[src/hdl/wvc_pkg.sv]
// Shared constants, widths and the arctangent table for the waypoint velocity controller.
// Depends on nothing; every file of the block but wvc_delay imports it.
package wvc_pkg;

   localparam int ANGLE_ITER_DEF = 16;
   localparam int ATAN_ENTRIES   = 24;

   // angle datapath
   localparam int DIFF_W   = 34;   // vector components entering the rotator
   localparam int NORM_W   = 42;   // after normalisation
   localparam int NORM_TOP = 39;   // leading one lands here
   localparam int ROT_W    = 44;   // rotation stages
   localparam int ZW       = 35;   // accumulated angle, Q.30
   localparam int ANG_W    = 18;   // rounded angle, Q3.13

   // distance and speed datapath
   localparam int SQ_IN_W = 63;
   localparam int ROOT_W  = 32;
   localparam int DIST_W  = 33;
   localparam int NUM_W   = 54;
   localparam int DEN_W   = 24;
   localparam int QUO_W   = 41;
   localparam int ERR_W   = 19;
   localparam int MAG_W   = 18;

   localparam int ISQ_LAT      = ROOT_W + 1;
   localparam int DIV_LAT      = QUO_W + 1;
   localparam int MERGE_STAGE  = 4 + ISQ_LAT;
   localparam int PIPE_LATENCY = MERGE_STAGE + 2 + DIV_LAT + 3;

   localparam logic signed [ERR_W-1:0] PI_Q13     = 19'sd25736;
   localparam logic signed [ERR_W-1:0] TWO_PI_Q13 = 19'sd51472;
   localparam logic signed [ZW-1:0]    PI_Q30     = 35'sd3373259426;

   function automatic int cordic_lat(input int iter);
      return ((iter > ATAN_ENTRIES) ? ATAN_ENTRIES : iter) + 5;
   endfunction

   // atan(2^-i) in Q.30, truncated
   function automatic logic signed [ZW-1:0] atan_q30(input int idx);
      logic signed [ZW-1:0] val;
      case (idx)
         0:  val = 35'sh03243F6A8;
         1:  val = 35'sh01DAC6705;
         2:  val = 35'sh00FADBAFC;
         3:  val = 35'sh007F56EA6;
         4:  val = 35'sh003FEAB76;
         5:  val = 35'sh001FFD55B;
         6:  val = 35'sh000FFFAAA;
         7:  val = 35'sh0007FFF55;
         8:  val = 35'sh0003FFFEA;
         9:  val = 35'sh0001FFFFD;
         10: val = 35'sh0000FFFFF;
         11: val = 35'sh00007FFFF;
         12: val = 35'sh00003FFFF;
         13: val = 35'sh00001FFFF;
         14: val = 35'sh00000FFFF;
         15: val = 35'sh000007FFF;
         16: val = 35'sh000003FFF;
         17: val = 35'sh000001FFF;
         18: val = 35'sh000000FFF;
         19: val = 35'sh0000007FF;
         20: val = 35'sh0000003FF;
         21: val = 35'sh0000001FF;
         22: val = 35'sh0000000FF;
         23: val = 35'sh00000007F;
         default: val = '0;
      endcase
      return val;
   endfunction

endpackage

[src/hdl/wvc_isqrt.sv]
// Pipelined integer square root, one result bit per stage, floor of the root.
// Depends on wvc_pkg.
module wvc_isqrt
   import wvc_pkg::*;
(
   input  logic               clock,
   input  logic               reset,
   input  logic               in_valid,
   input  logic [SQ_IN_W-1:0] in_value,
   output logic               out_valid,
   output logic [ROOT_W-1:0]  out_root
);
   localparam int ACC_W = SQ_IN_W + 1;

   logic [ROOT_W:0]    vld_ff;
   logic [ACC_W-1:0]   rem_ff   [0:ROOT_W];
   logic [ACC_W-1:0]   res_ff   [0:ROOT_W];
   logic [ACC_W-1:0]   trial    [0:ROOT_W-1];
   logic [ACC_W-1:0]   bit_val  [0:ROOT_W-1];

   always_ff @(posedge clock) begin
      if (reset) begin
         vld_ff <= '0;
      end else begin
         vld_ff <= {vld_ff[ROOT_W-1:0], in_valid};
      end
   end

   always_comb begin
      for (int k = 0; k < ROOT_W; k++) begin
         bit_val[k] = ACC_W'(1) << (2 * (ROOT_W - 1 - k));
         trial[k]   = res_ff[k] + bit_val[k];
      end
   end

   always_ff @(posedge clock) begin
      rem_ff[0] <= ACC_W'(in_value);
      res_ff[0] <= '0;
      for (int k = 0; k < ROOT_W; k++) begin
         if (rem_ff[k] >= trial[k]) begin
            rem_ff[k+1] <= rem_ff[k] - trial[k];
            res_ff[k+1] <= (res_ff[k] >> 1) + bit_val[k];
         end else begin
            rem_ff[k+1] <= rem_ff[k];
            res_ff[k+1] <= res_ff[k] >> 1;
         end
      end
   end

   assign out_valid = vld_ff[ROOT_W];
   assign out_root  = res_ff[ROOT_W][ROOT_W-1:0];
endmodule

[config.mk]
export PLATFORM = sky130hd
export DESIGN_NAME = wvc_isqrt
export DESIGN_NICKNAME = d
export VERILOG_FILES = /design/src/hdl/wvc_pkg.sv /design/src/hdl/wvc_isqrt.sv
export SDC_FILE = /design/constraint.sdc
export NUM_CORES = 2
export LEC_CHECK = 0
export BUFFER_PORTS_ARGS = -buffer_cell sky130_fd_sc_hd__buf_4
export CELL_PAD_IN_SITES_DETAIL_PLACEMENT = 2
export CELL_PAD_IN_SITES_GLOBAL_PLACEMENT = 2
export CORE_ASPECT_RATIO = 0.75
export CORE_MARGIN = 1
export CORE_UTILIZATION = 41
export DETAILED_ROUTE_END_ITERATION = 10
export PLACE_DENSITY_LB_ADDON = 0.1
export SKIP_LAST_GASP = 1
export SYNTH_ARGS = -nofsm -noshare
export SYNTH_HDL_FRONTEND = slang
export SYNTH_MEMORY_MAX_BITS = 65536
export SYNTH_SLANG_ARGS = --single-unit
[constraint.sdc]
create_clock -name clock -period 4.6 [get_ports clock]
set_input_delay 0.92 -clock clock [delete_from_list [all_inputs] [get_ports clock]]
set_output_delay 0.92 -clock clock [all_outputs]
set_load 0.05 [all_outputs]
== Word-level counts from Yosys, hierarchy flattened ==
Memory sizes are Yosys's and may differ from the RTL's.
Cells that the tools add are included.

* Register bits after elaboration: 33
* Latch bits: 0
* Memory bits (writable): 4224
* ROM bits: 0
* Input port bits: 66
* Output and inout bits: 33
* Logic and storage cells: 355
* Memories: 2

* Add/sub/neg operators: 96
* Multipliers: 0
* Divide/modulo/power cells: 0
* Magnitude comparators: 32
* Equal/unequal tests: 0
* Shift operators: 0
* Mux-type cells: 160
* Bitwise logic cells: 64
* Reduce and logical (&&, ||, !) cells: 0

{| class="wikitable"
|+ Memories
! name !! words !! width !! rd ports !! clocked after Yosys merged registers in !! write ports !! RTL line !! RTL
|-
| rem_ff || 33 || 64 || 32 || 0 || 33 || wvc_isqrt.sv:16 || <nowiki>logic [ACC_W-1:0] rem_ff [0:ROOT_W];</nowiki>
|-
| res_ff || 33 || 64 || 33 || 0 || 33 || wvc_isqrt.sv:17 || <nowiki>logic [ACC_W-1:0] res_ff [0:ROOT_W];</nowiki>
|}

{| class="wikitable"
|+ Operator list
! operator !! count
|-
| $mux W64 || 64
|-
| $ge A64 B64 Y1 || 32
|-
| $sub A64 B64 Y64 || 32
|-
| $mux W1 || 96
|-
| $add A63 B1 Y64 const B || 1
|-
| $add A63 B11 Y64 const B || 1
|-
| $add A63 B13 Y64 const B || 1
|-
| $add A63 B15 Y64 const B || 1
|-
| $add A63 B17 Y64 const B || 1
|-
| $add A63 B19 Y64 const B || 1
|-
| $add A63 B21 Y64 const B || 1
|-
| $add A63 B23 Y64 const B || 1
|-
| $add A63 B25 Y64 const B || 1
|-
| $add A63 B27 Y64 const B || 1
|-
| $add A63 B29 Y64 const B || 1
|-
| $add A63 B3 Y64 const B || 1
|-
| $add A63 B31 Y64 const B || 1
|-
| $add A63 B33 Y64 const B || 1
|-
| $add A63 B35 Y64 const B || 1
|-
| $add A63 B37 Y64 const B || 1
|-
| $add A63 B39 Y64 const B || 1
|-
| $add A63 B41 Y64 const B || 1
|-
| $add A63 B43 Y64 const B || 1
|-
| $add A63 B45 Y64 const B || 1
|-
| 45 further kinds || 108
|}

== Depth between registers and ports, before layout ==
An unclocked memory read counts as a cell.

* Depth in word-level cells: 6
* Depth in mapped cells: 14

== Worst setup path before layout ==
Ideal clock, no wire load.

* Kind: register -> register
* Start: memory res_ff[23][28] (netlist bit)
* End: memory rem_ff[24][61] (netlist bit)
* Library setup time: 72 ps
* Data arrival time: 3252 ps
* Required time: 4528 ps
* Slack: 1277 ps
* Cell stages (with the launch flop): 14
* Path buffers: 1
* Cells stage by stage: dfxtp_1 inv_1 ha_1 a21o_1 a21o_1 a2111oi_2 o21bai_1 o31ai_2 o21ai_1 or4_4 or4_1 buf_4 nor4_4 xor2_1

{| class="wikitable"
|+ RTL lines
! element !! RTL line
|-
| start: declaration || wvc_isqrt.sv:17
|-
| end: declaration || wvc_isqrt.sv:16
|}

==> results.txt <==
* Final weighted congestion in routability-driven placement: 0.9456
- Starting density of the core: 41.32%
- The critical path ends at rem_ff[28][51]$_DFF_P_.
- TritonCTS built the clock tree.
- After floorplanning, the core was sized to cover 235500 sq um.
* Endpoint of the most critical register-to-register path: rem_ff[28][51]$_DFF_P_
- Global Route Usage Sum: 29.43%
- Max-slew headroom: 18.15%
- In the synthesized netlist the dominant register cell turns out to be sky130_fd_sc_hd__dfxtp_1.
- Leaving out fill and tap cells, the most frequent cell in the layout is sky130_fd_sc_hd__dfxtp_1.
- DRC errors left: 0
- CTS saw 2608 sinks.
- Global-route wire length before repair: 533.3 mm
- The final hold violation count came to 0.
- Kind of launch point of the worst setup path: flip-flop
- Final worst path period share: 98.23%
- Distinct cell type count of the synthesized netlist: 99
* Most used cells in the layout excluding fill and tap cells: sky130_fd_sc_hd__dfxtp_1 (2608), sky130_fd_sc_hd__nand2_1 (682), sky130_fd_sc_hd__inv_1 (679)
- # H-tree levels: 5
* Number of placement rows: 154
- In this run the most critical hold path is launched from in_value[2].
- The clock reaches the later pin of the worst-skew pair after 900 ps.
- The first detailed-routing pass took 7 iterations.
- Worst voltage drop across the vdd grid: 0.3898 mV
* Simple-Gate Fraction of Synth Area: 15.36%
- Layout net count: 10680
- RSZ-0062 raised after global routing: false
- Each instance of the synthesized netlist takes up on average 10.00 sq um.
* Worst setup slack for register-to-register paths: 80 ps
- DP Area: 102500 sq um
- Number of buffers created by CTS: 276
- Die H: 423.9 um
- Leak: 50.99 nW
* Total I/O pin count: 99
- In this run the power density over the cells is 656.9 nW/um^2.
- Max cap viols: 0
* Area share of xor/xnor cells in the synthesized design: 7.831%
* Seq/Total Area, Yosys: 53.66%
- Tracing the worst setup path back leads to its startpoint at res_ff[27][25]$_DFF_P_.
* Post-synthesis instance area: 97300 sq um
* Detailed Route Iter0 Violations: 5489
- Worst-path clk slew: 70 ps
- GRT Residual Overflow: 0
- Via count normalized by instance count: 5.543
* Maximum clock frequency: 0.2213 GHz
* Maximum fanout along the worst path: 6
- Setup total negative slack on the finished layout was measured at 0 ps.
- Worst min path class: in2reg
- Result of the run: complete, no violations
- At the placement stage, the worst setup path has a slack of -1198 ps.
- Endpoint kind of the worst setup timing path: flip-flop
- Synthesized-area fraction occupied by ao, oa, aoi and oai cells: 11.63%
- The startpoint identified for the worst register-to-register timing path is res_ff[27][25]$_DFF_P_.
* Routed wirelength normalized by instance count: 26.58 um
- The number of global-route vias before repair was 79740.
- The routed design has 356.1 mm of wire.
* Root buffer cell: sky130_fd_sc_hd__clkbuf_16
* Design Area, Final: 112100 sq um
- Crit path required time: 5320 ps
- The synthesized netlist devotes 7.149% of its cell area to adder and majority cells.
- Clock Path Buffers: 4
- Across the routed clock network, the largest skew measured is 73.00 ps.
* Post-detail-place hpwl: 265.6 mm
- Setup violations, final: 0
* Asr flop ratio synth: 0%
* Largest family of logic cells by synthesized area: simple AND/OR/NAND/NOR gates
- The number of antenna violations at the first check in global routing came to 28.
* Count of pins over their slew limit: 0
- The tightest hold path in the finished design has a slack of 109.2 ps.
* Transition at the pin with the smallest max-transition slack: 1211 ps
- Length in cells of the worst reg-to-reg path: 14
- Via count of the routed design: 74240
- The floorplan step defined a die boundary enclosing 239300 sq um.
- Number of port buffers: 98
- STA puts the critical path data arrival time at 5240 ps.
- Entering global routing, the biggest net connects 66 pins.
- WS Path Type: reg2reg
* Detail Route Antenna Nets: 0
- Floorplan die width: 564.5 um
- Yosys warning count: 0
- Share of cell area taken by muxes after synthesis: 0.9503%
* Count of flip-flops with a built-in enable after synthesis: 0
- The post-route netlist has 8.660% of its cells at a drive strength greater than 1.
- After synthesis the netlist holds a flip-flop and latch count of 2608.
- Worst Slack Setup Final: 81.44 ps
* Area growth from synthesis to layout: 15.20%
- Counting every instance in the synthesized netlist gives 9726.
- The clock period could shrink to 4519 ps.
## layer usage
metal | up-vias | GRT usage [%] | part of all wire (%)
li1 | 34390 | - | -
met1 | 37620 | 45.88 | 52
met2 | 1773 | 40.43 | 39
met3 | 458 | 6.169 | 7.1
met4 | 2 | 7.110 | 2.3
met5 | - | 0 | 0.0037
## area by class of cell
type,instances,area [sq um]
fill,24100,123400
tap,3120,3904
clock buffer,395,8255
clock inverter,92,1235
sequential,2608,52210
antenna,9,22.52
multi-input combinational,6238,41980
inverter,684,2567
timing repair buffer,249,1919
## metrics by stage
stage / total power, mW / utilization, % / cells
3_5_place_dp: 49.22 / 43.53 / 12900
6_report: 73.64 / 47.61 / 13400
5_1_grt: 76.83 / 47.60 / 13390
3_3_place_gp: 48.37 / 43.53 / 12900
2_1_floorplan: 41.90 / - / 9727
4_1_cts: 73.68 / 47.57 / 13390
## power by group
| group | internal, mW | switching, mW | leakage (nW) |
|---|---|---|---|
| registers | 27.4 | 5.20 | 21.8 |
| clock network | 13.9 | 9.75 | 4.70 |
| logic | 6.92 | 10.4 | 24.4 |
| total | 48.2 | 25.4 | 51.0 |
## critical path, cell delays in order (launching register included)
cell and delay (ps):
sky130_fd_sc_hd__dfxtp_1 340, sky130_fd_sc_hd__inv_1 50, sky130_fd_sc_hd__ha_1 430, sky130_fd_sc_hd__nand2_1 400, sky130_fd_sc_hd__or4_1 690, sky130_fd_sc_hd__nor4_4 360
sky130_fd_sc_hd__buf_4 250, sky130_fd_sc_hd__a31oi_1 90, sky130_fd_sc_hd__and2_1 170, sky130_fd_sc_hd__a21boi_2 200, sky130_fd_sc_hd__inv_2 100, sky130_fd_sc_hd__nand2_1 140
sky130_fd_sc_hd__or4_1 540, sky130_fd_sc_hd__a21oi_1 480, sky130_fd_sc_hd__xor2_1 130
## cells by family after synthesis
group                      after synthesis
muxes                                   83
adders and majority gates              556
other                                    1
buffers and inverters                  881
AOI/OAI and AO/OA                     1832
DFF                                   2608
and+or+nand+nor                       2895
xor gates and xnor gates               870
## worst min path at each step
stage                       endpoint  slack, ps  cells after the start
3_5_place_dp   rem_ff[1][14]$_DFF_P_        310                      0
2_1_floorplan   rem_ff[1][0]$_DFF_P_        310                      0
4_1_cts         rem_ff[0][2]$_DFF_P_         50                      1
3_3_place_gp   rem_ff[1][52]$_DFF_P_        310                      0
5_1_grt         rem_ff[0][2]$_DFF_P_         80                      1
6_report        rem_ff[0][2]$_DFF_P_        110                      1
## Yosys cell counts (135+ instances only)
library cell                  n  area [sq um]
sky130_fd_sc_hd__inv_1      679          2549
sky130_fd_sc_hd__ha_1       556          6957
sky130_fd_sc_hd__nor2_1     603          2263
sky130_fd_sc_hd__clkbuf_1   172         645.6
sky130_fd_sc_hd__nor4_1     321          2008
sky130_fd_sc_hd__nor3_1     253          1266
sky130_fd_sc_hd__dfxtp_1   2608         52210
sky130_fd_sc_hd__nand3_1    171         855.8
sky130_fd_sc_hd__nand2b_1   135         844.6
sky130_fd_sc_hd__xnor2_1    469          4108
sky130_fd_sc_hd__a21o_1     245          1839
sky130_fd_sc_hd__a21oi_1    582          2913
sky130_fd_sc_hd__o21ai_0    486          2432
sky130_fd_sc_hd__nand2_1    682          2560
sky130_fd_sc_hd__xor2_1     401          3512
## timing repair
| action | in CTS | in global routing |
|---|---|---|
| cloned | 0 | 0 |
| hold buffers | 0 | 0 |
| buffers inserted | 2 | 0 |
| setup endpoints to repair | 61 | 38 |
| pin swaps | 1 | 1 |
| resized for setup | 3 | 8 |
## flip-flops by register name (all words and copies together) (netlist names)
signal  cells
vld_ff     33
res_ff    528
rem_ff   2047
Note: power is estimated with default switching activity, not from simulation.
